<file path="src/design/ssseg_pkg.sv">
// Shared types and constants of the silence split segmenter.
// No dependencies; every other design file imports this package.
package ssseg_pkg;

    // Field widths fixed by the stream format.
    localparam int SAMPLE_BITS    = 16;
    localparam int THR_BITS       = 16;
    localparam int LEN_BITS       = 24;
    localparam int OUT_BITS       = 32;
    localparam int CFG_DATA_BITS  = 24;
    localparam int CFG_INDEX_BITS = 2;

    // Default width of the sample index counters.
    localparam int DEF_INDEX_BITS = 32;

    // Result queue geometry.
    localparam int FIFO_DEPTH = 4;
    localparam int FIFO_PTR_BITS = 2;

    // Register reset values.
    localparam logic [THR_BITS-1:0] RST_THRESHOLD    = THR_BITS'(33);
    localparam logic [LEN_BITS-1:0] RST_MIN_SILENCE  = LEN_BITS'(66150);
    localparam logic [LEN_BITS-1:0] RST_KEEP_SILENCE = LEN_BITS'(11025);

    typedef enum logic [CFG_INDEX_BITS-1:0] {
        CFG_THRESHOLD    = 2'd0,
        CFG_MIN_SILENCE  = 2'd1,
        CFG_KEEP_SILENCE = 2'd2
    } t_cfg_index;

    typedef struct packed {
        logic [THR_BITS-1:0] threshold;
        logic [LEN_BITS-1:0] min_silence;
        logic [LEN_BITS-1:0] keep_silence;
    } t_cfg;

    typedef struct packed {
        logic [OUT_BITS-1:0] seg_start;
        logic [OUT_BITS-1:0] seg_end;
        logic                last_chunk;
    } t_chunk;

    // Up to two chunks are produced by one sample; first is written first.
    typedef struct packed {
        logic [1:0] count;
        t_chunk     first;
        t_chunk     second;
    } t_chunk_push;

endpackage

</file>
<file path="src/design/ssseg_if.sv">
// Valid/ready channel interfaces for samples in and chunk boundaries out.
// Depends on ssseg_pkg for the field widths.
interface ssseg_sample_if import ssseg_pkg::*; ();
    logic                          valid;
    logic                          ready;
    logic signed [SAMPLE_BITS-1:0] audio_sample;
    logic                          end_of_stream;

    modport source (output valid, output audio_sample, output end_of_stream, input ready);
    modport sink   (input valid, input audio_sample, input end_of_stream, output ready);
endinterface

interface ssseg_chunk_if import ssseg_pkg::*; ();
    logic                valid;
    logic                ready;
    logic [OUT_BITS-1:0] seg_start;
    logic [OUT_BITS-1:0] seg_end;
    logic                last_chunk;

    modport source (output valid, output seg_start, output seg_end,
                    output last_chunk, input ready);
    modport sink   (input valid, input seg_start, input seg_end,
                    input last_chunk, output ready);
endinterface

</file>
<file path="src/design/ssseg_core.sv">
// Per-sample silence tracking and chunk boundary generation.
// Depends on ssseg_pkg; holds the stream state and emits up to two chunks.
module ssseg_core import ssseg_pkg::*; #(
    parameter int INDEX_BITS = DEF_INDEX_BITS
) (
    input  logic                          i_clk,
    input  logic                          i_rst_n,
    input  t_cfg                          i_cfg,
    input  logic                          i_fire,
    input  logic signed [SAMPLE_BITS-1:0] i_audio_sample,
    input  logic                          i_end_of_stream,
    output t_chunk_push                   o_push
);

    localparam int W  = INDEX_BITS;
    localparam int CW = ((W > LEN_BITS) ? W : LEN_BITS) + 1;
    localparam logic [CW-1:0] IDX_MAX = CW'({W{1'b1}});

    logic [W-1:0] r_sample_index, n_sample_index;
    logic         r_in_silence, n_in_silence;
    logic [W-1:0] r_silence_start, n_silence_start;
    logic [W-1:0] r_resume_point, n_resume_point;
    logic         r_any_chunk_sent, n_any_chunk_sent;

    logic [SAMPLE_BITS:0] sext, mag;
    logic          silent;
    logic [W-1:0]  idx_next, start_eff, run_len_mid, run_len_tail, run_end;
    logic          close_mid, close_tail, do_close, emit_close, emit_final, final_span;
    logic [CW-1:0] ce_sum, ce_sat, end_wide;
    logic [W-1:0]  ce, ce_out, resume_new, resume_after, final_start;
    logic          any_after;
    t_chunk        close_c, final_c;

    always_comb begin
        sext = {i_audio_sample[SAMPLE_BITS-1], i_audio_sample};
        mag  = i_audio_sample[SAMPLE_BITS-1] ? (~sext + 1'b1) : sext;
        silent = mag < {1'b0, i_cfg.threshold};

        idx_next    = r_sample_index + 1'b1;
        start_eff   = (!r_in_silence && silent) ? r_sample_index : r_silence_start;
        run_len_mid  = r_sample_index - r_silence_start;
        run_len_tail = idx_next - start_eff;

        // A mid-stream run closes on the first loud sample; a trailing run
        // closes on the last sample when it is silent.
        close_mid  = r_in_silence && !silent && (CW'(run_len_mid) >= CW'(i_cfg.min_silence));
        close_tail = i_end_of_stream && silent
                     && (CW'(run_len_tail) >= CW'(i_cfg.min_silence));
        do_close   = close_mid || close_tail;
        run_end    = close_tail ? idx_next : r_sample_index;

        ce_sum = CW'(start_eff) + CW'(i_cfg.keep_silence);
        ce_sat = (ce_sum > IDX_MAX) ? IDX_MAX : ce_sum;
        ce     = W'(ce_sat);
        emit_close = do_close && (ce > r_resume_point);
        ce_out = (close_tail && (ce > idx_next)) ? idx_next : ce;

        end_wide   = CW'(run_end);
        resume_new = (end_wide >= CW'(i_cfg.keep_silence))
                     ? W'(end_wide - CW'(i_cfg.keep_silence)) : '0;
        resume_after = do_close ? resume_new : r_resume_point;
        any_after    = r_any_chunk_sent || emit_close;

        final_span  = resume_after < idx_next;
        emit_final  = i_end_of_stream && (final_span || !any_after);
        final_start = final_span ? resume_after : '0;

        close_c.seg_start  = OUT_BITS'(r_resume_point);
        close_c.seg_end    = OUT_BITS'(ce_out);
        close_c.last_chunk = i_end_of_stream && !emit_final;
        final_c.seg_start  = OUT_BITS'(final_start);
        final_c.seg_end    = OUT_BITS'(idx_next);
        final_c.last_chunk = 1'b1;

        o_push.count  = i_fire ? (2'(emit_close) + 2'(emit_final)) : 2'd0;
        o_push.first  = emit_close ? close_c : final_c;
        o_push.second = final_c;

        n_sample_index   = r_sample_index;
        n_in_silence     = r_in_silence;
        n_silence_start  = r_silence_start;
        n_resume_point   = r_resume_point;
        n_any_chunk_sent = r_any_chunk_sent;
        if (i_fire) begin
            if (i_end_of_stream) begin
                n_sample_index   = '0;
                n_in_silence     = 1'b0;
                n_silence_start  = '0;
                n_resume_point   = '0;
                n_any_chunk_sent = 1'b0;
            end else begin
                n_sample_index   = idx_next;
                n_in_silence     = silent;
                n_silence_start  = start_eff;
                n_resume_point   = resume_after;
                n_any_chunk_sent = any_after;
            end
        end
    end

    always_ff @(posedge i_clk) begin
        if (!i_rst_n) begin
            r_sample_index   <= '0;
            r_in_silence     <= 1'b0;
            r_silence_start  <= '0;
            r_resume_point   <= '0;
            r_any_chunk_sent <= 1'b0;
        end else begin
            r_sample_index   <= n_sample_index;
            r_in_silence     <= n_in_silence;
            r_silence_start  <= n_silence_start;
            r_resume_point   <= n_resume_point;
            r_any_chunk_sent <= n_any_chunk_sent;
        end
    end

endmodule

</file>
<file path="src/design/ssseg_fifo.sv">
// Small result queue that takes up to two chunks per cycle and hands out one.
// Depends on ssseg_pkg for the chunk types and the queue depth.
module ssseg_fifo import ssseg_pkg::*; (
    input  logic        i_clk,
    input  logic        i_rst_n,
    input  t_chunk_push i_push,
    output logic        o_room_two,
    output logic        o_valid,
    input  logic        i_ready,
    output t_chunk      o_chunk
);

    t_chunk                   r_mem [FIFO_DEPTH];
    logic [FIFO_PTR_BITS-1:0] r_wr_ptr, n_wr_ptr;
    logic [FIFO_PTR_BITS-1:0] r_rd_ptr, n_rd_ptr;
    logic [FIFO_PTR_BITS:0]   r_count, n_count;
    logic                     pop;

    always_comb begin
        o_room_two = r_count <= (FIFO_PTR_BITS+1)'(FIFO_DEPTH - 2);
        o_valid    = r_count != '0;
        o_chunk    = r_mem[r_rd_ptr];
        pop        = o_valid && i_ready;
        n_wr_ptr   = r_wr_ptr + FIFO_PTR_BITS'(i_push.count);
        n_rd_ptr   = r_rd_ptr + FIFO_PTR_BITS'(pop);
        n_count    = r_count + (FIFO_PTR_BITS+1)'(i_push.count)
                     - (FIFO_PTR_BITS+1)'(pop);
    end

    always_ff @(posedge i_clk) begin
        if (i_push.count != 2'd0) begin
            r_mem[r_wr_ptr] <= i_push.first;
        end
        if (i_push.count == 2'd2) begin
            r_mem[r_wr_ptr + 1'b1] <= i_push.second;
        end
    end

    always_ff @(posedge i_clk) begin
        if (!i_rst_n) begin
            r_wr_ptr <= '0;
            r_rd_ptr <= '0;
            r_count  <= '0;
        end else begin
            r_wr_ptr <= n_wr_ptr;
            r_rd_ptr <= n_rd_ptr;
            r_count  <= n_count;
        end
    end

endmodule

</file>
<file path="src/design/silence_split_segmenter.sv">
// Top level of the silence split segmenter.
// Depends on ssseg_pkg, ssseg_if, ssseg_core and ssseg_fifo.
//
// Usage: one signed 16-bit PCM sample arrives per beat on i_sample_ch, with
// end_of_stream set on the stream's last sample. Each beat on o_chunk_ch
// carries one chunk boundary pair [seg_start, seg_end) in sample indices;
// last_chunk marks the final chunk of a stream. A silent run of at least the
// minimum run length splits the stream, keeping the configured margin of
// silence on each side. A mid-stream chunk end may exceed the stream
// length and is clipped by the consumer.
//
// Throughput is one sample per cycle while the result queue has room for
// two more chunks. A sample produces zero, one or two chunks; two chunks
// drain at one per cycle, so a run of two-chunk samples is limited by the
// output port. An accepted sample is held in the input register and is
// processed once the queue has that room; its chunks then enter the
// four-entry result queue, which offers the first of them to the receiver.
//
// The sample port stalls only when the result queue cannot take two more
// chunks, so a stalled receiver backs up into the sample port and no chunk
// is ever dropped. Reset (synchronous, active low) empties the queue,
// clears the stream state and restores the register defaults. Configuration
// writes are expected only while the block is idle.
module silence_split_segmenter import ssseg_pkg::*; #(
    parameter int INDEX_BITS = DEF_INDEX_BITS
) (
    input  logic                      i_clk,
    input  logic                      i_rst_n,
    input  logic                      i_cfg_we,
    input  logic [CFG_INDEX_BITS-1:0] i_cfg_index,
    input  logic [CFG_DATA_BITS-1:0]  i_cfg_wdata,
    ssseg_sample_if.sink              i_sample_ch,
    ssseg_chunk_if.source             o_chunk_ch
);

    // Configuration registers, written through a plain write port.
    t_cfg r_cfg;

    always_ff @(posedge i_clk) begin
        if (!i_rst_n) begin
            r_cfg.threshold    <= RST_THRESHOLD;
            r_cfg.min_silence  <= RST_MIN_SILENCE;
            r_cfg.keep_silence <= RST_KEEP_SILENCE;
        end else if (i_cfg_we) begin
            unique case (t_cfg_index'(i_cfg_index))
                CFG_THRESHOLD:    r_cfg.threshold    <= i_cfg_wdata[THR_BITS-1:0];
                CFG_MIN_SILENCE:  r_cfg.min_silence  <= i_cfg_wdata[LEN_BITS-1:0];
                CFG_KEEP_SILENCE: r_cfg.keep_silence <= i_cfg_wdata[LEN_BITS-1:0];
                default: begin
                    // Writes to unused indices are dropped.
                end
            endcase
        end
    end

    // Input register. The held sample is processed as soon as the result
    // queue has room for the two chunks it might produce.
    logic                          r_in_valid, n_in_valid;
    logic signed [SAMPLE_BITS-1:0] r_in_sample;
    logic                          r_in_eos;
    logic                          fire, accept, room_two;
    t_chunk_push                   push;
    t_chunk                        head;
    logic                          out_valid;

    always_comb begin
        fire   = r_in_valid && room_two;
        i_sample_ch.ready = !r_in_valid || fire;
        accept = i_sample_ch.valid && i_sample_ch.ready;
        if (accept) begin
            n_in_valid = 1'b1;
        end else if (fire) begin
            n_in_valid = 1'b0;
        end else begin
            n_in_valid = r_in_valid;
        end
    end

    always_ff @(posedge i_clk) begin
        if (!i_rst_n) begin
            r_in_valid <= 1'b0;
        end else begin
            r_in_valid <= n_in_valid;
        end
    end

    always_ff @(posedge i_clk) begin
        if (accept) begin
            r_in_sample <= i_sample_ch.audio_sample;
            r_in_eos    <= i_sample_ch.end_of_stream;
        end
    end

    ssseg_core #(
        .INDEX_BITS (INDEX_BITS)
    ) u_core (
        .i_clk           (i_clk),
        .i_rst_n         (i_rst_n),
        .i_cfg           (r_cfg),
        .i_fire          (fire),
        .i_audio_sample  (r_in_sample),
        .i_end_of_stream (r_in_eos),
        .o_push          (push)
    );

    ssseg_fifo u_fifo (
        .i_clk      (i_clk),
        .i_rst_n    (i_rst_n),
        .i_push     (push),
        .o_room_two (room_two),
        .o_valid    (out_valid),
        .i_ready    (o_chunk_ch.ready),
        .o_chunk    (head)
    );

    assign o_chunk_ch.valid      = out_valid;
    assign o_chunk_ch.seg_start  = head.seg_start;
    assign o_chunk_ch.seg_end    = head.seg_end;
    assign o_chunk_ch.last_chunk = head.last_chunk;

endmodule

</file>
<file path="src/flat_wrapper.sv">
// flat-port wrapper written by rule: the top's interface ports become plain ports
module silence_split_segmenter_flat import ssseg_pkg::*;
#(
    parameter int INDEX_BITS = DEF_INDEX_BITS
)
  (i_clk, i_rst_n, i_cfg_we, i_cfg_index, i_cfg_wdata, i_sample_ch_valid, i_sample_ch_audio_sample, i_sample_ch_end_of_stream, i_sample_ch_ready, o_chunk_ch_valid, o_chunk_ch_seg_start, o_chunk_ch_seg_end, o_chunk_ch_last_chunk, o_chunk_ch_ready);
  ssseg_sample_if i_sample_ch_i ();
  ssseg_chunk_if o_chunk_ch_i ();
  input  logic i_clk;
  input  logic i_rst_n;
  input  logic i_cfg_we;
  input  logic [CFG_INDEX_BITS-1:0] i_cfg_index;
  input  logic [CFG_DATA_BITS-1:0] i_cfg_wdata;
  input wire logic [$bits(i_sample_ch_i.valid)-1:0] i_sample_ch_valid;
  input wire logic [$bits(i_sample_ch_i.audio_sample)-1:0] i_sample_ch_audio_sample;
  input wire logic [$bits(i_sample_ch_i.end_of_stream)-1:0] i_sample_ch_end_of_stream;
  output wire logic [$bits(i_sample_ch_i.ready)-1:0] i_sample_ch_ready;
  output wire logic [$bits(o_chunk_ch_i.valid)-1:0] o_chunk_ch_valid;
  output wire logic [$bits(o_chunk_ch_i.seg_start)-1:0] o_chunk_ch_seg_start;
  output wire logic [$bits(o_chunk_ch_i.seg_end)-1:0] o_chunk_ch_seg_end;
  output wire logic [$bits(o_chunk_ch_i.last_chunk)-1:0] o_chunk_ch_last_chunk;
  input wire logic [$bits(o_chunk_ch_i.ready)-1:0] o_chunk_ch_ready;
  assign i_sample_ch_i.valid = i_sample_ch_valid;
  assign i_sample_ch_i.audio_sample = i_sample_ch_audio_sample;
  assign i_sample_ch_i.end_of_stream = i_sample_ch_end_of_stream;
  assign i_sample_ch_ready = i_sample_ch_i.ready;
  assign o_chunk_ch_valid = o_chunk_ch_i.valid;
  assign o_chunk_ch_seg_start = o_chunk_ch_i.seg_start;
  assign o_chunk_ch_seg_end = o_chunk_ch_i.seg_end;
  assign o_chunk_ch_last_chunk = o_chunk_ch_i.last_chunk;
  assign o_chunk_ch_i.ready = o_chunk_ch_ready;
  silence_split_segmenter #(.INDEX_BITS(INDEX_BITS)) u_core (.i_clk(i_clk), .i_rst_n(i_rst_n), .i_cfg_we(i_cfg_we), .i_cfg_index(i_cfg_index), .i_cfg_wdata(i_cfg_wdata), .i_sample_ch(i_sample_ch_i), .o_chunk_ch(o_chunk_ch_i));
endmodule
</file>
<file path="config.mk">
export PLATFORM = sky130hd
export DESIGN_NAME = silence_split_segmenter_flat
export DESIGN_NICKNAME = d
export VERILOG_FILES = /design/src/design/ssseg_pkg.sv /design/src/design/ssseg_if.sv /design/src/design/ssseg_core.sv /design/src/design/ssseg_fifo.sv /design/src/design/silence_split_segmenter.sv /design/src/flat_wrapper.sv
export SDC_FILE = /design/constraint.sdc
export NUM_CORES = 1
export LEC_CHECK = 0
export BUFFER_PORTS_ARGS = -buffer_cell sky130_fd_sc_hd__buf_2
export CORE_MARGIN = 2
export CORE_UTILIZATION = 35
export DETAILED_ROUTE_END_ITERATION = 7
export PLACE_DENSITY = 0.61
export SETUP_SLACK_MARGIN = 0.2
export SYNTH_ARGS = -nofsm -noshare
export SYNTH_HDL_FRONTEND = slang
export SYNTH_SLANG_ARGS = --single-unit
export TNS_END_PERCENT = 5
</file>
<file path="constraint.sdc">
create_clock -name i_clk -period 25 [get_ports i_clk]
set_input_delay 3.75 -clock i_clk [delete_from_list [all_inputs] [get_ports i_clk]]
set_output_delay 3.75 -clock i_clk [all_outputs]
set_load 0.005 [all_outputs]
</file>
Yosys cells after proc, flatten, opt, wreduce, memory -nomap -nowiden
Memory sizes are Yosys's and may differ from the RTL's. A register that Yosys moved wholly into a read port is not among the register bits. Index checks and enable logic that the tools add are counted.

Add/sub/neg operators: 12. Magnitude comparators: 9. Eq/ne operators: 3. Multiplexer cells: 22. Bitwise gates (word level): 1. Reductions and logical operators: 28.

Operators with widths (count): 32-bit 2-to-1 mux (10); 32-bit by 24-bit >= comparator with 1-bit output (3); 65-bit 2-to-1 mux (1); 32-bit > comparator (2); 32-bit subtractor (2); 32-bit by 24-bit adder with 33-bit output (1); 33-bit by 32-bit > comparator with 1-bit output (second input constant) (1); 32-bit by 1-bit adder with 32-bit output (second input constant) (1); 32-bit < comparator (1); 32-bit by 24-bit subtractor with 32-bit output (1); 17-bit by 1-bit adder with 17-bit output (second input constant) (1); 17-bit by 16-bit < comparator with 1-bit output (1); 17-bit 2-to-1 mux (1); 17-bit inverter (1); 1-bit logical AND (12); 1-bit 2-to-1 mux (8); 2-bit AND reduction (3); 1-bit logical NOT (5); 2-bit equality test (second input constant) (2); 1-bit logical OR (4); 2-bit 2-to-1 mux (2); 2-bit nonzero test (2); 3-bit by 2-bit adder with 3-bit output (1); 3-bit by 2-bit less-or-equal comparator with 1-bit output (second input constant) (1); other kinds (8) (8).

Register bits after elaboration: 187. RAM bits: 260. Input port bits: 48. Output and inout bits: 67. Logic and storage cells: 90. Memories kept: 1.

Memory list: u_core.u_fifo.r_mem (words 4, bits a word 65, read ports 1, clocked after Yosys merged registers in 1, wr ports 2, line ssseg_fifo.sv:13) `t_chunk r_mem [FIFO_DEPTH];`.

Logic depth before layout (Yosys ltp)
Depth in word-level cells: 21. Depth in mapped cells: 84. Mapped depth without buffers: 75.

By module
A second synthesis with hierarchy kept.

Cells, all modules: 3307. Area, all modules: 33159.3 sq um.

By module, submodules not included: ssseg_core (instances 1, cells an instance 2359, area each 17123.9 sq um, sequential area each 1961.9 sq um); ssseg_fifo (instances 1, cells an instance 673, area each 12983.7 sq um, sequential area each 7947.6 sq um); silence_split_segmenter (instances 1, cells an instance 275, area each 3051.7 sq um, sequential area each 1811.7 sq um).

Worst setup path after synthesis
OpenSTA, ideal clock, no wires.

Path type: register to register. Start point: register u_core.r_in_sample[3]. End point: memory u_core.u_fifo.r_mem[3][33] in the netlist's numbering, data pin. Setup time: 0.132 ns. Arrival time: 16.361 ns. Required time: 24.868 ns. Slack: 8.507 ns. Cell stages (with the launch flop): 82. Path buffers: 9. Period minus slack after synthesis: 16.493 ns. Path through: edfxtp_1 > nor4_1 > nand2b_1 > nor2_1 > nand3_1 > o41ai_1 > xnor2_1 > ha_1 > nand3_1 > nor2_1 > o31ai_1 > a31oi_1 > or3_1 > clkbuf_1 > clkbuf_1 > buf_1 > buf_1 > nand2_1 > [46 not listed] > a21o_1 > a21o_1 > a21oi_1 > nor2b_1 > o21ai_0 > nand2_1 > a2111oi_0 > and2_1 > a31oi_4 > buf_8 > a21oi_1 > ha_1 > mux2_2 > nand3_1 > inv_1 > nand2_1 > nor2_1 > a22o_1.

RTL lines: start: declaration (line silence_split_segmenter.sv:59) `logic signed [SAMPLE_BITS-1:0] r_in_sample;`; start signal: assignment (line silence_split_segmenter.sv:89) `r_in_sample <= i_sample_ch.audio_sample;`; end: declaration (line ssseg_fifo.sv:13).

==> reports/metrics.yaml <==
grt:
  grt_pass1_wl_mm: 156
  grt_pass1_vias: 25300
  grt_use_total_pct: 21.6
  antenna_found_initial: 4
  grt_max_degree: 92
  grt_overflow: 0
timing:
  fin_setup_tns_ps: 0
  fmax_mhz: 54.9
  hold_ws_ps: 463
  setup_viol: 0
  hold_violations: 0
  finClkSkew_ps: 44.4
  slew_viol_final: 0
  worst_pin_slew_ps: 1410
  rsz0062_at_grt: "no"
  slew_headroom_pct: 3.66
  finalCritPeriodShare_pct: 72.9
  period_needed_ps: 18220
floorplanning:
  core_area_mm2: 0.0900
  dieHeight_um: 305
  rows: 110
  die_x_um: 305
  die_area_mm2: 0.0931
  io-pin-count: 115
  start_util_pct: 35.3
synth:
  synth-xor-area-share_pct: 4.70
  ys_types: 105
  postSynth.asyncResetShare_pct: 0
  yosysWarningCount: 0
  synth.area.mux_share_pct: 5.97
  synth-simple-area-share_pct: 14.3
  synth_top_area_cell: "edfxtp_1"
  synthFlopType: "edfxtp_1"
  synth.avg_cell_area_um2: 9.43
  synth_edf_count: 273
  synthAdderAreaFrac_pct: 11.2
  synth_top_family_by_area: "compound AO/OA/AOI/OAI gates"
  ys_seq_elements: 447
  synthTopCellsByArea: "edfxtp_1 (26%), dfxtp_1 (11%), ha_1 (11%), mux4_2 (4.6%), o22ai_1 (3.7%)"
  synth_area_mm2: 0.0317
  syn_nets: 3694
  yosys.area.top_type_share_pct: 25.8
  synthCells: 3365
  yosysSeqAreaShare_pct: 36.8
  synth_compound_area_share_pct: 21.3
setup_path:
  cp_data_required_time_ps: 25510
  reg2reg_to: "u_core.u_fifo.r_mem[3][61]"
  rrSetupSlack_ps: 6780
  crit_type: "reg2reg"
  critPathSlowestCell: "a2111oi_0"
  cp_slowest_stage_delay_ps: 750
  arrival_ps: 18730
  cp-start-kind: "flip-flop"
  reg2reg_from: "u_core.r_in_sample[3]"
  reg2regPathDepth: 70
  path_max_fanout: 43
  worst_setup_path_end_kind: "flip-flop"
clock_tree:
  cts_buffers: 50
  clk_pin_slew_ps: 60
  cts_max_level: 2
  cts_buffer_depth: 3
  cts_resized: 0
  cts_tree: "done"
  root_buffer: "clkbuf_16"
  clock-sinks: 447
  cts_setup_buffers: 0
  clkLatencyLatePin_ps: 640
  ctsHoldBuffers: 0
cells_and_area:
  layout-drive-gt1-share_pct: 11.3
  fill_cells: 9099
  area_growth_pct: 10.7
  nNetsFinal: 3720
power_and_ir_drop:
  power_per_cell_area_mw_per_mm2: 57.1
  cellLeakagePower_nw: 14.3
  vdd_drop_max_uv: 51.7
drt:
  vias_per_cell: 5.77
  route.detailed.drc: 0
  wire_per_inst_um: 22.3
  drt_iter0_drc: 2752
  drt-pass1-iter-count: 6
  dr_total_vias: 26600
  wirelength_mm: 103
  ant_nets: 0
min_path:
  min_to: "u_core.r_cfg[47]"
  hold_path.class: "reg2reg"
  holdCritStartpoint: "u_core.r_cfg[47]"
  hold_depth: 2
run_status:
  status: "completed"
place:
  io_buffers: 114
  gp_congestion: 0.956
  dp_hpwl_mm: 75.4
flow_run:
  maxCapViolCount: 0
-- routing by layer --
layer / part of all wire, % / up-vias / global-route usage, %
met4: 2.8 / 0 / 6.32
met2: 45 / 1094 / 34.0
met1: 45 / 12800 / 30.9
li1: - / 12500 / -
met5: 0 / - / 0
met3: 7.4 / 156 / 2.96
-- cells by family (layout without fill, tap and decap cells) --
logic type	Yosys count	in the layout
XOR/XNOR	168	168
multiplexers	107	107
AND/OR/NAND/NOR	904	904
adder cells (fa/ha/maj)	281	281
other	0	2
AO/OA/AOI/OAI	997	997
buffers and inverters	461	528
flip-flops	447	447
-- synthesized netlist by cell type, types with 7 or more instances --
| cell | number |
|---|---|
| mux2i_1 | 35 |
| and2_1 | 86 |
| or3_1 | 23 |
| o31ai_1 | 12 |
| nand2b_1 | 32 |
| edfxtp_1 | 273 |
| nor2b_1 | 57 |
| nor4_1 | 10 |
| a22o_1 | 113 |
| clkbuf_1 | 132 |
| nor3_1 | 34 |
| nor2_4 | 10 |
| inv_1 | 275 |
| o41ai_1 | 7 |
| a31oi_1 | 16 |
| a21oi_1 | 174 |
| buf_2 | 25 |
| nor3b_1 | 9 |
| and3_1 | 17 |
| a22oi_1 | 34 |
| o211ai_1 | 25 |
| nand3_1 | 56 |
| ha_1 | 276 |
| buf_1 | 22 |
| nand4_1 | 54 |
| o31a_1 | 7 |
| a21boi_0 | 61 |
| mux4_2 | 65 |
| o21ai_0 | 140 |
| or2_2 | 8 |
| nor2_1 | 172 |
| o21a_1 | 29 |
| o22ai_1 | 187 |
| and4_1 | 7 |
| o21bai_1 | 10 |
| nand2_1 | 298 |
| xnor2_1 | 120 |
| a21o_1 | 80 |
| xor2_1 | 46 |
| a211oi_1 | 16 |
| dfxtp_1 | 174 |
-- report_power, final --
group	total, mW	switching [mW]	internal, mW
registers	0.832	0.0269	0.805
clock network	0.770	0.331	0.439
logic	0.403	0.232	0.171
-- critical path: cells and delay by family, from the launching register on --
kind	cells	cell delay [ps]
adders and majority gates	8	2440
xor gates and xnor gates	2	370
AOI/OAI and AO/OA	32	8070
buffers and inverters	7	2600
and+or+nand+nor	19	3680
DFF	1	430
muxes	2	390
-- stage by stage --
stage / setup WS, ps / area, um2 / power, mW / util [%] / cells
3_3_place_gp: 7520 / 33400 / 1.25 / 37.1 / 4515
4_1_cts: 6990 / 35100 / 2.02 / 39.0 / 4608
3_5_place_dp: 7080 / 33400 / 1.26 / 37.1 / 4515
2_1_floorplan: 8510 / 31700 / 1.10 / - / 3365
5_1_grt: 5520 / 35100 / 2.08 / 39.0 / 4609
6_report: 6780 / 35100 / 2.00 / 39.0 / 4610
-- flip-flops by register name (all words and copies together) (netlist names) --
name,cells
u_core.r_in_valid,1
u_core.r_in_eos,1
u_core.r_cfg,64
u_core.u_core.r_in_silence,1
u_core.u_fifo.r_count,3
u_core.u_fifo.r_wr_ptr,2
u_core.u_fifo.r_rd_ptr,2
u_core.u_core.r_any_chunk_sent,1
u_core.u_core.r_sample_index,32
u_core.u_core.r_silence_start,32
u_core.u_fifo.r_mem,260
u_core.u_core.r_resume_point,32
u_core.r_in_sample,16
-- how the worst max path moves through the flow --
stage                                     start                    endpoint  slack (ps)  depth (start not counted)
after floorplan           u_core.r_in_sample[3]  u_core.u_fifo.r_mem[3][33]        8510                         81
after global placement    u_core.r_in_sample[3]  u_core.u_fifo.r_mem[3][60]        7520                         75
after detailed placement  u_core.r_in_sample[3]  u_core.u_fifo.r_mem[3][61]        7080                         70
after CTS                 u_core.r_in_sample[3]  u_core.u_fifo.r_mem[3][61]        6990                         70
after global routing      u_core.r_in_sample[3]  u_core.u_fifo.r_mem[3][62]        5520                         75
final                     u_core.r_in_sample[3]  u_core.u_fifo.r_mem[3][61]        6780                         70
-- area by class of cell --
class	count	area (um2)	area share, %
Antenna cell	2	5.00	0.0142
Clock buffer	61	1350	3.83
Clock inverter	32	349	0.994
Inverter	275	1030	2.94
Multi-Input combinational cell	2457	18300	52.1
Sequential cell	447	11700	33.3
Tap cell	1176	1470	4.19
Timing Repair Buffer	160	918	2.61
-- cell usage in the layout, fill, tap and decap left out, types with 8 or more instances in the layout --
cell type / Yosys / routed
buf_4: 4 / 47
nor3b_1: 9 / 8
o21bai_1: 10 / 10
nor2_1: 172 / 168
nand3_1: 56 / 56
o22ai_1: 187 / 187
a21o_1: 80 / 80
nand4_1: 54 / 54
inv_1: 275 / 274
or2_2: 8 / 8
a22oi_1: 34 / 34
o21a_1: 29 / 29
a22o_1: 113 / 113
buf_2: 25 / 113
edfxtp_1: 273 / 273
nor2b_1: 57 / 57
ha_1: 276 / 276
and2_1: 86 / 83
clkbuf_16: 0 / 52
o31ai_1: 12 / 12
xnor2_1: 120 / 120
a211oi_1: 16 / 16
a21boi_0: 61 / 61
o21ai_0: 140 / 140
mux4_2: 65 / 65
nand2b_1: 32 / 29
and3_1: 17 / 17
mux2i_1: 35 / 35
dfxtp_1: 174 / 172
nand2_1: 298 / 293
nor4_1: 10 / 10
nor2_4: 10 / 10
or3_1: 23 / 22
clkinv_1: 0 / 9
xor2_1: 46 / 46
o211ai_1: 25 / 25
nor3_1: 34 / 34
clkinv_2: 0 / 11
a21oi_1: 174 / 174
a31oi_1: 16 / 16
(Power assumes the default switching activity.)
